--- config.mk ---
export PLATFORM = sky130hd
export DESIGN_NAME = signed_int64_to_decimal_ascii
export DESIGN_NICKNAME = d
export VERILOG_FILES = /design/src/hw/rtl/i2a_pkg.sv /design/src/hw/rtl/signed_int64_to_decimal_ascii.sv /design/src/hw/rtl/i2a_fifo.sv /design/src/hw/rtl/i2a_front.sv /design/src/hw/rtl/i2a_back.sv
export VERILOG_INCLUDE_DIRS = /design/src /design/src/hw/rtl
export SDC_FILE = /design/constraint.sdc
export NUM_CORES = 1
export LEC_CHECK = 0
export BUFFER_PORTS_ARGS = -buffer_cell sky130_fd_sc_hd__buf_4
export CAP_MARGIN = 10
export CORE_MARGIN = 3
export CORE_UTILIZATION = 60
export CTS_CLUSTER_DIAMETER = 40
export DETAILED_ROUTE_END_ITERATION = 7
export PLACE_DENSITY = 0.74
export SLEW_MARGIN = 20
export SYNTH_ARGS = -nofsm -noshare
export SYNTH_HDL_FRONTEND = slang
export SYNTH_HIERARCHICAL = 1
export SYNTH_SLANG_ARGS = --single-unit
export TNS_END_PERCENT = 5
--- constraint.sdc ---
create_clock -name i_clk -period 16 [get_ports i_clk]
set_input_delay 2.4 -clock i_clk [delete_from_list [all_inputs] [get_ports i_clk]]
set_output_delay 2.4 -clock i_clk [all_outputs]
set_load 0.01 [all_outputs]
--- src/hw/rtl/assert_macros.svh ---
// Assertion helper macros shared by the RTL modules.
// No dependencies; each module that uses them has i_clk and i_rst_n in scope.
`ifndef ASSERT_MACROS_SVH
`define ASSERT_MACROS_SVH

// Implication check, sampled on the rising clock, off while in reset.
`define ASSERT_IMPL(label, ante, cons) \
    label: assert property (@(posedge i_clk) disable iff (!i_rst_n) (ante) |-> (cons)) \
        else $error("implication check failed");

// Condition that must never be true outside reset.
`define ASSERT_NEVER(label, cond) \
    label: assert property (@(posedge i_clk) disable iff (!i_rst_n) !(cond)) \
        else $error("forbidden condition seen");

`endif

--- src/hw/rtl/i2a_pkg.sv ---
// Shared types and constants for the signed 64-bit to decimal text converter.
// No dependencies.
`timescale 1ns / 1ps

package i2a_pkg;

    localparam int VALUE_W    = 64;
    localparam int CHAR_W     = 7;
    localparam int DIGITS     = 20;
    localparam int BCD_W      = 4 * DIGITS;
    localparam int DIG_IDX_W  = 5;
    localparam int BITS_PER_STEP = 8;
    localparam int CONV_STEPS = VALUE_W / BITS_PER_STEP;
    localparam int STEP_CNT_W = $clog2(CONV_STEPS);
    localparam int QDEPTH_DEF = 2;

    localparam logic [CHAR_W-1:0] CHAR_MINUS = 7'h2D;
    localparam logic [CHAR_W-1:0] CHAR_ZERO  = 7'h30;

    // One queued request: sign flag and unsigned magnitude.
    typedef struct packed {
        logic               neg;
        logic [VALUE_W-1:0] mag;
    } t_job;

endpackage

--- src/hw/rtl/signed_int64_to_decimal_ascii.sv ---
// Signed 64-bit integer to decimal ASCII text, one character per output request.
//
// Input channel: i_valid / o_stall carry i_value (64-bit two's complement);
// a request is taken at a rising edge with i_valid high and o_stall low.
// Output channel: o_valid / i_stall carry o_character (7-bit ASCII) and
// o_last_char, which marks the final character of each number. A negative
// number starts with '-', zero gives a single '0', there are no leading zeros;
// the most negative value comes out as "-9223372036854775808".
// Flow: a front register takes the value and forms sign and magnitude, a
// short queue (QDEPTH entries) decouples it from the back end. The back end
// loads a number in S_IDLE, runs double dabble in S_CONV (8 bits per cycle),
// finds the top digit in S_COUNT, then sends one character per cycle in S_EMIT
// while the receiver does not stall. It takes the next number from the queue
// only after it has issued the last character of the current one.
// While the receiver stalls, the output register holds its character and the
// back end waits with its next one; new values keep entering until the queue and the front register are full.
// Reset (synchronous, active low) empties the queue and drops any partly sent
// number.
// Depends on i2a_pkg, i2a_front, i2a_fifo, i2a_back.
`timescale 1ns / 1ps

module signed_int64_to_decimal_ascii #(
    parameter int QDEPTH = i2a_pkg::QDEPTH_DEF
) (
    input  logic                              i_clk,
    input  logic                              i_rst_n,
    input  logic                              i_valid,
    output logic                              o_stall,
    input  logic signed [i2a_pkg::VALUE_W-1:0] i_value,
    output logic                              o_valid,
    input  logic                              i_stall,
    output logic [i2a_pkg::CHAR_W-1:0]        o_character,
    output logic                              o_last_char
);
    import i2a_pkg::*;

    t_job f_job;
    t_job q_job;
    logic push;
    logic pop;
    logic q_full;
    logic q_empty;

    // Front: input register plus sign / magnitude split.
    i2a_front u_front (
        .i_clk    (i_clk),
        .i_rst_n  (i_rst_n),
        .i_valid  (i_valid),
        .o_stall  (o_stall),
        .i_value  (i_value),
        .o_push   (push),
        .o_job    (f_job),
        .i_q_full (q_full)
    );

    // Queue between front and back.
    i2a_fifo #(
        .QDEPTH (QDEPTH)
    ) u_fifo (
        .i_clk   (i_clk),
        .i_rst_n (i_rst_n),
        .i_push  (push),
        .i_data  (f_job),
        .o_full  (q_full),
        .i_pop   (pop),
        .o_data  (q_job),
        .o_empty (q_empty)
    );

    // Back: BCD conversion and character sequencing.
    i2a_back u_back (
        .i_clk       (i_clk),
        .i_rst_n     (i_rst_n),
        .i_q_empty   (q_empty),
        .i_job       (q_job),
        .o_pop       (pop),
        .o_valid     (o_valid),
        .i_stall     (i_stall),
        .o_character (o_character),
        .o_last_char (o_last_char)
    );

endmodule

--- src/hw/rtl/i2a_fifo.sv ---
// Short request queue between the front and back stages.
// Depends on i2a_pkg and assert_macros.svh.
`timescale 1ns / 1ps
`include "assert_macros.svh"

module i2a_fifo #(
    parameter int QDEPTH = 2
) (
    input  logic          i_clk,
    input  logic          i_rst_n,
    input  logic          i_push,
    input  i2a_pkg::t_job i_data,
    output logic          o_full,
    input  logic          i_pop,
    output i2a_pkg::t_job o_data,
    output logic          o_empty
);
    import i2a_pkg::*;

    localparam int PTR_W = (QDEPTH > 1) ? $clog2(QDEPTH) : 1;
    localparam int CNT_W = $clog2(QDEPTH + 1);
    localparam logic [PTR_W-1:0] PTR_LAST = PTR_W'(QDEPTH - 1);
    localparam logic [CNT_W-1:0] CNT_FULL = CNT_W'(QDEPTH);

    t_job             r_mem [QDEPTH];
    logic [PTR_W-1:0] r_wr, n_wr;
    logic [PTR_W-1:0] r_rd, n_rd;
    logic [CNT_W-1:0] r_cnt, n_cnt;

    assign o_full  = (r_cnt == CNT_FULL);
    assign o_empty = (r_cnt == '0);
    assign o_data  = r_mem[r_rd];

    always_comb begin
        n_wr  = r_wr;
        n_rd  = r_rd;
        n_cnt = r_cnt;
        if (i_push) begin
            n_wr = (r_wr == PTR_LAST) ? '0 : r_wr + 1'b1;
        end
        if (i_pop) begin
            n_rd = (r_rd == PTR_LAST) ? '0 : r_rd + 1'b1;
        end
        if (i_push && !i_pop) begin
            n_cnt = r_cnt + 1'b1;
        end else if (!i_push && i_pop) begin
            n_cnt = r_cnt - 1'b1;
        end
    end

    always_ff @(posedge i_clk) begin
        if (!i_rst_n) begin
            r_wr  <= '0;
            r_rd  <= '0;
            r_cnt <= '0;
        end else begin
            r_wr  <= n_wr;
            r_rd  <= n_rd;
            r_cnt <= n_cnt;
        end
    end

    always_ff @(posedge i_clk) begin
        if (i_push) begin
            r_mem[r_wr] <= i_data;
        end
    end

    `ASSERT_NEVER(a_no_overflow, i_push && o_full)
    `ASSERT_NEVER(a_no_underflow, i_pop && o_empty)
    `ASSERT_NEVER(a_cnt_range, r_cnt > CNT_FULL)

endmodule

--- src/hw/rtl/i2a_front.sv ---
// Front stage: takes the input value, splits sign and magnitude, queues it.
// Depends on i2a_pkg.
`timescale 1ns / 1ps

module i2a_front (
    input  logic                        i_clk,
    input  logic                        i_rst_n,
    input  logic                        i_valid,
    output logic                        o_stall,
    input  logic signed [i2a_pkg::VALUE_W-1:0] i_value,
    output logic                        o_push,
    output i2a_pkg::t_job               o_job,
    input  logic                        i_q_full
);
    import i2a_pkg::*;

    logic r_valid, n_valid;
    t_job r_job;
    logic take;

    // Holding register frees when the queue takes its content.
    assign o_push  = r_valid && !i_q_full;
    assign o_stall = r_valid && i_q_full;
    assign take    = i_valid && !o_stall;
    assign o_job   = r_job;

    always_comb begin
        n_valid = r_valid;
        if (take) begin
            n_valid = 1'b1;
        end else if (o_push) begin
            n_valid = 1'b0;
        end
    end

    always_ff @(posedge i_clk) begin
        if (!i_rst_n) begin
            r_valid <= 1'b0;
        end else begin
            r_valid <= n_valid;
        end
    end

    // Most negative value negates to 2^63, which is right as unsigned.
    always_ff @(posedge i_clk) begin
        if (take) begin
            r_job.neg <= i_value[VALUE_W-1];
            r_job.mag <= i_value[VALUE_W-1] ? (VALUE_W'(0) - VALUE_W'(i_value))
                                            : VALUE_W'(i_value);
        end
    end

endmodule

--- src/hw/rtl/i2a_back.sv ---
// Back stage: binary to BCD (8 bits per cycle), digit count, character output.
// Depends on i2a_pkg and assert_macros.svh.
`timescale 1ns / 1ps
`include "assert_macros.svh"

module i2a_back (
    input  logic                       i_clk,
    input  logic                       i_rst_n,
    input  logic                       i_q_empty,
    input  i2a_pkg::t_job              i_job,
    output logic                       o_pop,
    output logic                       o_valid,
    input  logic                       i_stall,
    output logic [i2a_pkg::CHAR_W-1:0] o_character,
    output logic                       o_last_char
);
    import i2a_pkg::*;

    typedef enum logic [3:0] {
        S_IDLE  = 4'b0001,
        S_CONV  = 4'b0010,
        S_COUNT = 4'b0100,
        S_EMIT  = 4'b1000
    } t_state;

    t_state                r_state, n_state;
    logic [VALUE_W-1:0]    r_bin, n_bin;
    logic [BCD_W-1:0]      r_bcd, n_bcd;
    logic [STEP_CNT_W-1:0] r_step, n_step;
    logic [DIG_IDX_W-1:0]  r_idx, n_idx;
    logic                  r_sign, n_sign;
    logic                  r_ov, n_ov;
    logic [CHAR_W-1:0]     r_char, n_char;
    logic                  r_last, n_last;
    logic                  slot_free;
    logic [BCD_W-1:0]      dab;
    logic [DIG_IDX_W-1:0]  top_idx;
    logic [3:0]            cur_dig;

    // One shift-and-add-3 step of double dabble.
    function automatic logic [BCD_W-1:0] dabble(input logic [BCD_W-1:0] b, input logic bit_in);
        logic [BCD_W-1:0] t;
        t = b;
        for (int d = 0; d < DIGITS; d++) begin
            if (t[4*d +: 4] >= 4'd5) begin
                t[4*d +: 4] = t[4*d +: 4] + 4'd3;
            end
        end
        return {t[BCD_W-2:0], bit_in};
    endfunction

    always_comb begin
        dab = r_bcd;
        for (int k = 0; k < BITS_PER_STEP; k++) begin
            dab = dabble(dab, r_bin[VALUE_W-1-k]);
        end
    end

    // Highest nonzero digit; zero keeps index 0 so a lone '0' comes out.
    always_comb begin
        top_idx = '0;
        for (int d = 0; d < DIGITS; d++) begin
            if (r_bcd[4*d +: 4] != 4'd0) begin
                top_idx = DIG_IDX_W'(d);
            end
        end
    end

    assign cur_dig   = r_bcd[{r_idx, 2'b00} +: 4];
    assign slot_free = !r_ov || !i_stall;
    assign o_pop     = (r_state == S_IDLE) && !i_q_empty;

    always_comb begin
        n_state = r_state;
        n_bin   = r_bin;
        n_bcd   = r_bcd;
        n_step  = r_step;
        n_idx   = r_idx;
        n_sign  = r_sign;
        n_ov    = r_ov && i_stall;
        n_char  = r_char;
        n_last  = r_last;
        case (r_state)
            S_IDLE: begin
                if (!i_q_empty) begin
                    n_bin   = i_job.mag;
                    n_bcd   = '0;
                    n_sign  = i_job.neg;
                    n_step  = '0;
                    n_state = S_CONV;
                end
            end
            S_CONV: begin
                n_bcd  = dab;
                n_bin  = {r_bin[VALUE_W-BITS_PER_STEP-1:0], {BITS_PER_STEP{1'b0}}};
                n_step = r_step + 1'b1;
                if (r_step == STEP_CNT_W'(CONV_STEPS - 1)) begin
                    n_state = S_COUNT;
                end
            end
            S_COUNT: begin
                n_idx   = top_idx;
                n_state = S_EMIT;
            end
            S_EMIT: begin
                if (slot_free) begin
                    n_ov = 1'b1;
                    if (r_sign) begin
                        n_char = CHAR_MINUS;
                        n_last = 1'b0;
                        n_sign = 1'b0;
                    end else begin
                        n_char = CHAR_ZERO + CHAR_W'(cur_dig);
                        n_last = (r_idx == '0);
                        if (r_idx == '0) begin
                            n_state = S_IDLE;
                        end else begin
                            n_idx = r_idx - 1'b1;
                        end
                    end
                end
            end
            default: begin
                n_state = S_IDLE;
            end
        endcase
    end

    always_ff @(posedge i_clk) begin
        if (!i_rst_n) begin
            r_state <= S_IDLE;
            r_ov    <= 1'b0;
        end else begin
            r_state <= n_state;
            r_ov    <= n_ov;
        end
    end

    always_ff @(posedge i_clk) begin
        r_bin  <= n_bin;
        r_bcd  <= n_bcd;
        r_step <= n_step;
        r_idx  <= n_idx;
        r_sign <= n_sign;
        r_char <= n_char;
        r_last <= n_last;
    end

    assign o_valid     = r_ov;
    assign o_character = r_char;
    assign o_last_char = r_last;

    `ASSERT_IMPL(a_minus_not_last, o_valid && (o_character == CHAR_MINUS), !o_last_char)
    `ASSERT_IMPL(a_digit_range, o_valid && (o_character != CHAR_MINUS),
                 (o_character >= CHAR_ZERO) && (o_character <= CHAR_ZERO + 7'd9))
    `ASSERT_IMPL(a_emit_digit_bcd, (r_state == S_EMIT) && !r_sign, cur_dig <= 4'd9)

endmodule

After elaboration in Yosys (flattened, before gate mapping)
Memory sizes are Yosys's and may differ from the RTL's. A register that Yosys moved wholly into a read port is not among the register bits.
Cells that the tools add are included.
{ "totals": {"word_cells": 615, "ram_bits": 130, "romBits": 0, "input_bits": 68, "out_inout_bits": 10, "register_bits": 236, "memories": 1, "latchBits": 0} }
{ "mem_list": {"columns": ["memory", "depth", "word_bits", "rd", "rd_ports_with_merged_regs", "wr", "line", "source"], "rows": [
  ["u_fifo.r_mem", 2, 65, 1, 1, 1, "i2a_fifo.sv:25", "t_job r_mem [QDEPTH];"]
]} }
{ "classes": {"shift": 1, "n_div": 0, "reduce_logical": 46, "n_eq_ne": 12, "order_cmp": 160, "add_sub_neg": 168, "n_mux": 211, "bitwise": 0, "mul": 0} }
{ "op_table": {"columns": ["operator", "count"], "rows": [
  ["$mux W4", 165],
  ["$ge A4 B3 Y1 const B", 160],
  ["$add A4 B2 Y4 const B", 152],
  ["$pmux W80 S2", 1],
  ["$pmux W64 S2", 1],
  ["$mux W80", 1],
  ["$shiftx A80 B8 Y4", 1],
  ["$reduce_bool A4 Y1", 19],
  ["$mux W64", 1],
  ["$sub A1 B64 Y64 const A", 1],
  ["$mux W63", 1],
  ["$mux W3", 13],
  ["$mux W5", 7],
  ["$add A3 B2 Y3 const B", 8],
  ["$pmux W4 S4", 1],
  ["$mux W1", 13],
  ["$pmux W5 S2", 1],
  ["$reduce_bool A2 Y1", 5],
  ["$mux W2", 4],
  ["$add A6 B4 Y7 const A", 1],
  ["$logic_and A1 B1 Y1", 7],
  ["$logic_not A1 Y1", 7],
  ["$ne A2 B1 Y1 const B", 3],
  ["$ne A2 B2 Y1 const B", 3],
  ["20 further kinds", 22]
]} }

Longest topological paths before layout
Gate-level depths: netlist of the first run.
{ "logic_depth": {"ltp_word": 21, "mapped_depth": 37, "depth_no_buf": 36} }

Hierarchy
The synthesis of the first run kept the hierarchy.
{ "by_module_without_submodules": {"columns": ["mod", "area_per_inst_um2", "instances", "cells_each", "seq_area_each_um2"], "rows": [
  ["i2a_back", 28873.9, 1, 3763, 4874.7],
  ["i2a_fifo", 4923.5, 1, 224, 4003.8],
  ["i2a_front", 3520.9, 1, 292, 1971.9]
]} }

Least setup slack after synthesis of the first run
Ideal clock, no wire load.
{ "synth_path": {"path_kind": "register -> register", "from": "register u_back.r_bcd[32]", "to": "register u_back.r_bcd[39] (data pin)", "setup_slack_ns": 9.058, "required_time_ns": 15.734, "period_less_slack_ns": 6.942, "setup_time_ns": 0.266, "path_stages_with_launch": 34, "path_buffers": 0, "arrival_time_ns": 6.676, "cell_sequence": "edfxtp_1 inv_1 ha_1 nor2b_1 a2bb2oi_1 and2_1 inv_1 ha_1 or3_1 a211oi_2 nor2_1 a21oi_1 nor2_1 inv_1 ha_1 a311oi_1 mux2_2 ha_1 or4_1 a31oi_1 nor2_1 nand2_1 a21oi_1 a31oi_1 ha_1 a2bb2oi_1 o22ai_1 a21oi_1 a2111oi_0 o32ai_1 o221ai_1 nor2_1 mux2i_1 nor2_1"} }
{ "synth_via": {"elab_chain_cells": 17, "elab_cells_between_ends": 43, "classes_between": "add/sub (14); order compare (14); mux (15)"} }
{ "synth_lines": {"columns": ["item", "line", "source"], "rows": [
  ["start, declared", "i2a_back.sv:28", "logic [BCD_W-1:0] r_bcd, n_bcd;"],
  ["start signal, assigned", "i2a_back.sv:141", "r_bcd <= n_bcd;"],
  ["$add A4 B2 Y4 / $ge A4 B3 Y1 (equally long branches)", "i2a_back.sv:46, i2a_back.sv:45", null],
  ["$mux W4 *", "i2a_back.sv:45", "if (t[4*d +: 4] >= 4'd5) begin"],
  ["$add A4 B2 Y4 / $ge A4 B3 Y1 (equally long branches)", "i2a_back.sv:46, i2a_back.sv:45", null],
  ["$mux W4", "i2a_back.sv:45", null],
  ["$add A4 B2 Y4 / $ge A4 B3 Y1 (equally long branches)", "i2a_back.sv:46, i2a_back.sv:45", null],
  ["$mux W4", "i2a_back.sv:45", null],
  ["$ge A4 B3 Y1 / $add A4 B2 Y4 (equally long branches)", "i2a_back.sv:45, i2a_back.sv:46", null],
  ["$mux W4", "i2a_back.sv:45", null],
  ["$add A4 B2 Y4 / $ge A4 B3 Y1 (equally long branches)", "i2a_back.sv:46, i2a_back.sv:45", null],
  ["$mux W4", "i2a_back.sv:45", null],
  ["$add A4 B2 Y4 / $ge A4 B3 Y1 (equally long branches)", "i2a_back.sv:46, i2a_back.sv:45", null],
  ["$mux W4", "i2a_back.sv:45", null],
  ["$add A4 B2 Y4 / $ge A4 B3 Y1 (equally long branches)", "i2a_back.sv:46, i2a_back.sv:45", null],
  ["$mux W4", "i2a_back.sv:45", null],
  ["$add A4 B2 Y4 / $ge A4 B3 Y1 (equally long branches)", "i2a_back.sv:46, i2a_back.sv:45", null],
  ["$mux W4 *", "i2a_back.sv:45", null],
  ["$pmux W80 S2 *", "i2a_back.sv:83", "case (r_state)"]
]} }
Every way passes the cells marked *; elsewhere a longest branch is shown, timed or not.
A chain may end at the register's enable or synchronous reset.

Final worst setup path of the first run
Ends and elaborated chain as after synthesis.

==> flow_summary.toml, run 1 <==
[sta]
finalMaxSlewViolations = 0
finalWorstSetupSlack_ps = 7900
fmax_ghz = 0.124
relSlewSlack_pct = 26.9
setup_tns_ps = 0
rsz0062_at_grt = "no"
hold_slack_ps = 442
setup_violations = 0
period_needed_ps = 8100
finalClockSkew_ps = 44.8
hold_viol_final = 0
fin_crit_sh_pct = 50.6
tightest_slew_ps = 1090

[synthesis]
synthArstFlopShare_pct = 0
synth-warning-count = 6
synth_ff_type = "edfxtp_1"
ys_seq_area_share_pct = 29.1
yosysTopAreaCell = "edfxtp_1"
synth_nets = 4474
syn_area_mm2 = 0.0373
synth-compound-area-share_pct = 28.6
netlist_top_cells_area = "edfxtp_1 (28%), nand2_1 (4.9%), ha_1 (4.3%)"
syn_inst = 4279
synth_mux_area_share_pct = 7.27
synth_edf_count = 354
synthSimpleGateAreaFrac_pct = 20.7
synth-adder-area-share_pct = 5.04
yosys.area_share.xor_xnor_pct = 5.25
yosys_register_bits = 365
synthDistinctLibCells = 152
syn_avg_cell_area_um2 = 8.72
synth_top_area_share_pct = 28.5
synth_top_family_by_area = "compound AO/OA/AOI/OAI gates"

[finish]
diodes = 0
synthToLayoutAreaGrowth_pct = 7.50
layout-drive-gt1-share_pct = 14.9
nFillCells = 5010
ff_latch_area_mm2 = 0.0109
fin_nets = 4443
final_area_mm2 = 0.0401
multi_input_area_mm2 = 0.0250

[worst_hold_path]
hold_depth = 0
hp-start = "u_front/o_job[3]"
hold_path_end = "u_fifo/r_mem[0][3]"
hold_class = "reg2reg"

[drt]
avgViaCountPerCell = 6.54
avgRoutedWirePerCell_um = 17.8
vias = 33500
dr.pass1.iters = 5
postRouteAntennaNets = 0
wirelength_um = 91300
drt_iter0_markers = 3135
drc = 0

[flow_run]
drv_cap = 0

[clock_tree]
cts_buffers = 54
hold_buffers = 0
clockBufferDepth = 3
cts_max_level = 2
cts_root_buf = "clkbuf_16"
path_clk_slew_ps = 50
post_cts_resize_count = 0
cts_tree = "yes"
insertion_delay_ps = 620
cts_setup_buffers = 0
clock_sinks = 365

[die]
rows = 90
pin_count = 78
design.die.area_mm2 = 0.0652
die_w_um = 255
start_util_pct = 61.3
design.core.area_mm2 = 0.0609
die_y_um = 255

[placed_design]
io_buffers = 75
placed_area_mm2 = 0.0382
globalplace.congestion = 0.920
pre_cts_slack_ps = 8080
hpwl_um = 65400

[critical_path]
worstSetupPathType = "reg2reg"
cpPeakStageDelay_ps = 530
slowest_stage = "or4_1"
cp.depth = 33
rr_endpoint = "u_back/r_bcd[39]"
end_kind = "flop"
setup.worst_path.start_class = "flop"
worstPathRequired_ps = 16330
rrSetupSlack_ps = 7900
cp_max_fo = 10
crit_buf_inv = 3
arrival_ps = 8430
worstReg2RegStart = "u_back/r_bcd[32]"
rr_worst_depth = 33
crit_family = "compound AO/OA/AOI/OAI gates"

[outcome]
status = "complete, no violations"

[global_routing]
grt_max_degree = 81
grt_usage_pct = 26.5
grt_pass1_wl_um = 149000
antenna_found_initial = 0
grt_pass1_vias = 29900
overflow = 0
cells in the mapped netlist (24+ instances only):
cell type  instances
a211o_1           35
a211oi_1          61
a21o_1            55
a21oi_1          244
a21oi_2           31
a22oi_1           28
a31oi_1           78
and2_1            73
and3_1            32
buf_2             59
clkbuf_1          98
edfxtp_1         354
ha_1             127
inv_1            146
inv_2             26
maj3_1            28
mux2_2           107
mux2i_1           75
mux4_2            24
nand2_1          487
nand2b_1          51
nand3_1          124
nor2_1           315
nor2b_1           36
nor3_1           142
nor3b_1           26
nor4_1            41
o211a_1           29
o211ai_1          81
o21a_1            44
o21ai_0          193
o21ai_1           63
o22ai_1           33
o31ai_1           47
or2_2             29
or3_1             39
xnor2_1          131
routing by layer:
metal | GRT usage [%] | part of all wire [%] | up-vias
met5 | 0 | 0 | -
met4 | 6.61 | 2.0 | 0
met3 | 2.45 | 5.8 | 113
met2 | 42.9 | 46 | 1043
met1 | 38.2 | 46 | 15900
li1 | - | - | 16500
worst max-delay path by stage:
stage,start,endpoint,slack (ps)
2_1_floorplan,u_back/r_bcd[32],u_back/r_bcd[39],9060
3_3_place_gp,u_back/r_bcd[0],u_back/r_bcd[16],8350
3_5_place_dp,u_back/r_bcd[32],u_back/r_bcd[39],8080
4_1_cts,u_back/r_bcd[32],u_back/r_bcd[39],8030
5_1_grt,u_back/r_bcd[32],u_back/r_bcd[39],7220
6_report,u_back/r_bcd[32],u_back/r_bcd[39],7900
cells by family after synthesis:
kind of cell | Yosys count
flip-flops | 365
adder cells (fa/ha/maj) | 156
buffers and inverters | 356
other | 2
XOR/XNOR | 187
multiplexers | 221
AO/OA/AOI/OAI | 1444
AND/OR/NAND/NOR | 1548
state kept, by name, indices dropped and copies added, names as in the netlist, named ones only:
register	count
u_back/o_last_char	1
u_back/r_bcd	80
u_back/o_character	5
u_back/o_valid	1
u_back/r_step	3
u_fifo/r_wr	1
u_front/r_valid	1
u_back/r_idx	5
u_fifo/r_mem	130
u_back/r_bin	64
u_back/r_state	4
u_front/o_job	65
u_fifo/r_cnt	2
u_back/r_sign	1
u_fifo/r_rd	1
cell usage in the layout, fill, tap and decap left out, types with 26 or more instances in the layout:
master	synthesis	final
and3_1	32	32
a21o_1	55	55
nand3_1	124	124
o22ai_1	33	33
or2_2	29	28
o21ai_1	63	63
nor2b_1	36	34
nand2_1	487	487
o211a_1	29	29
inv_1	146	146
and2_1	73	72
a21oi_2	31	32
xnor2_1	131	131
nand2b_1	51	51
mux2_2	107	107
nor2_1	315	315
a21oi_1	244	243
o21ai_0	193	193
ha_1	127	127
edfxtp_1	354	354
o21a_1	44	44
o211ai_1	81	81
clkbuf_16	0	54
o31ai_1	47	47
nor3_1	142	142
a211oi_1	61	61
buf_4	8	94
nor3b_1	26	26
a31oi_1	78	78
a211o_1	35	35
mux2i_1	75	75
a22oi_1	28	28
maj3_1	28	28
nor4_1	41	41
inv_2	26	26
or3_1	39	39
metrics by stage:
step	util [%]	instances
detailed placement	62.7	5019
global route	65.9	5120
CTS	65.8	5119
global placement	62.7	5019
finish	65.9	5120
floorplan	-	4279
final cells by class:
| class | count | share of cell area (%) |
|---|---|---|
| Clock inverter | 40 | 1.21 |
| Clock buffer | 60 | 3.45 |
| Sequential cell | 365 | 27.0 |
| Timing Repair Buffer | 95 | 1.83 |
| Multi-Input combinational cell | 3558 | 62.2 |
| Inverter | 174 | 1.64 |
| Tap cell | 828 | 2.58 |
Power of run 1 is not shown: default switching activity piles up to over one toggle a cycle in this logic, so the estimate is an artifact.
==> run 2, diff against run 1 <==
clock period = 8.2 ns   (was 16 ns; I/O delays follow)
==> run 2 against run 1 <==
Register-to-register slack worse by 7300 ps. Largest cell class unchanged. Global-route usage about the same. Utilization up 0.23 points. Critical path type unchanged.
==> flow_summary.toml, run 2 (synthesized netlist as in run 1, its figures left out) <==
[sta]
finalClockSkew_ps = 60.9
fmax_ghz = 0.131
hold_viol_final = 0
tightest_slew_ps = 1010
setup_tns_ps = 0
finalMaxSlewViolations = 0
period_needed_ps = 7640
relSlewSlack_pct = 32.6
hold_slack_ps = 439
fin_crit_sh_pct = 93.2
setup_violations = 0

[critical_path]
cp_max_fo = 8
worstSetupPathType = "reg2reg"
end_kind = "flop"
cpMostUsedCell = "ha_1"
cpPeakStageDelay_ps = 480
crit_buf_inv = 3
slowest_stage = "edfxtp_1"
crit_family = "compound AO/OA/AOI/OAI gates"
arrival_ps = 7980
setup.worst_path.start_class = "flop"
worstPathRequired_ps = 8540

[drt]
vias = 33200
avgRoutedWirePerCell_um = 17.5
drc = 0
avgViaCountPerCell = 6.46
wirelength_um = 90200
dr.pass1.iters = 6
postRouteAntennaNets = 0
drt_iter0_markers = 3224

[outcome]
status = "complete, no violations"

[placed_design]
io_buffers = 75
globalplace.congestion = 0.903
hpwl_um = 65100
placed_area_mm2 = 0.0384

[clock_tree]
path_clk_slew_ps = 60
cts_root_buf = "clkbuf_16"
clockBufferDepth = 3
cts_buffers = 52
cts_max_level = 2
clock_sinks = 365
hold_buffers = 0
cts_tree = "yes"
insertion_delay_ps = 630

[finish]
regMostFlops = "u_fifo/r_mem"
layout_common_cells = "nand2_1 (487), edfxtp_1 (354), nor2_1 (313)"
fin_nets = 4467
synthToLayoutAreaGrowth_pct = 7.88
diodes = 0
final_common_cell = "nand2_1"
layout-drive-gt1-share_pct = 15.5
final_area_mm2 = 0.0403
largest_reg_flops = 130
finish.utilization_pct = 66.1
nFillCells = 4963

[die]
start_util_pct = 61.3
design.die.area_mm2 = 0.0652
pin_count = 78
die_y_um = 255
rows = 90
design.core.area_mm2 = 0.0609
die_w_um = 255

[global_routing]
overflow = 0
grt_max_degree = 79
grt_pass1_vias = 30100
grt_usage_pct = 26.4
grt_pass1_wl_um = 149000
antenna_found_initial = 1

[worst_hold_path]
hold_class = "reg2reg"

[flow_run]
drv_cap = 0
## run 2: changes by cell type in the layout (fill, tap and decap cells not counted), moves of 2 or more
cell	before	now
nor2_1	315	313
clkbuf_1	5	3
clkbuf_16	54	52
bufinv_16	4	2
buf_4	94	121
inv_6	10	12
nor2_2	5	7
inv_8	9	3
clkinv_1	0	5
clkinv_8	0	5
## run 2: cell type report
| cell class | count | area (um^2) | area share [%] |
|---|---|---|---|
| clock buffer | 55 | 1310 | 3.26 |
| timing repair buffer | 121 | 908 | 2.26 |
| multi-input combinational | 3558 | 25000 | 62.1 |
| clock inverter | 43 | 479 | 1.19 |
| inverter | 174 | 659 | 1.64 |
| sequential | 365 | 10900 | 27.0 |
| tap | 828 | 1040 | 2.57 |
## run 2: worst paths after layout
kind         cells past startpoint  slack [ps]              start                  end
max reg2reg                     34         560   u_back/r_bcd[28]     u_back/r_bcd[39]
max                             34         560   u_back/r_bcd[28]     u_back/r_bcd[39]
min reg2reg                      0         440  u_front/o_job[21]  u_fifo/r_mem[1][21]
min                              0         440  u_front/o_job[21]  u_fifo/r_mem[1][21]
## run 2: stage by stage
stage               setup slack, ps  std cells
floorplan                      1260       4279
global placement                547       5043
detailed placement              389       5043
CTS                             358       5141
global route                  -35.6       5144
finish                          561       5144
## run 2: metal layers
| layer | up-vias | global-route usage, % | wire, um |
|---|---|---|---|
| met4 | 2 | 7.17 | 1980 |
| met1 | 15700 | 37.5 | 42200 |
| li1 | 16500 | - | - |
| met2 | 883 | 43.0 | 41400 |
| met3 | 122 | 2.90 | 4610 |
| met5 | - | 0 | 13 |
## run 2: repair_timing
action / 4_1_cts / 5_1_grt
buffers inserted: 0 / 3
gates resized for setup: 0 / 9
endpoints found under the setup margin: 0 / 5
Power of run 2 is left out for the same reason.
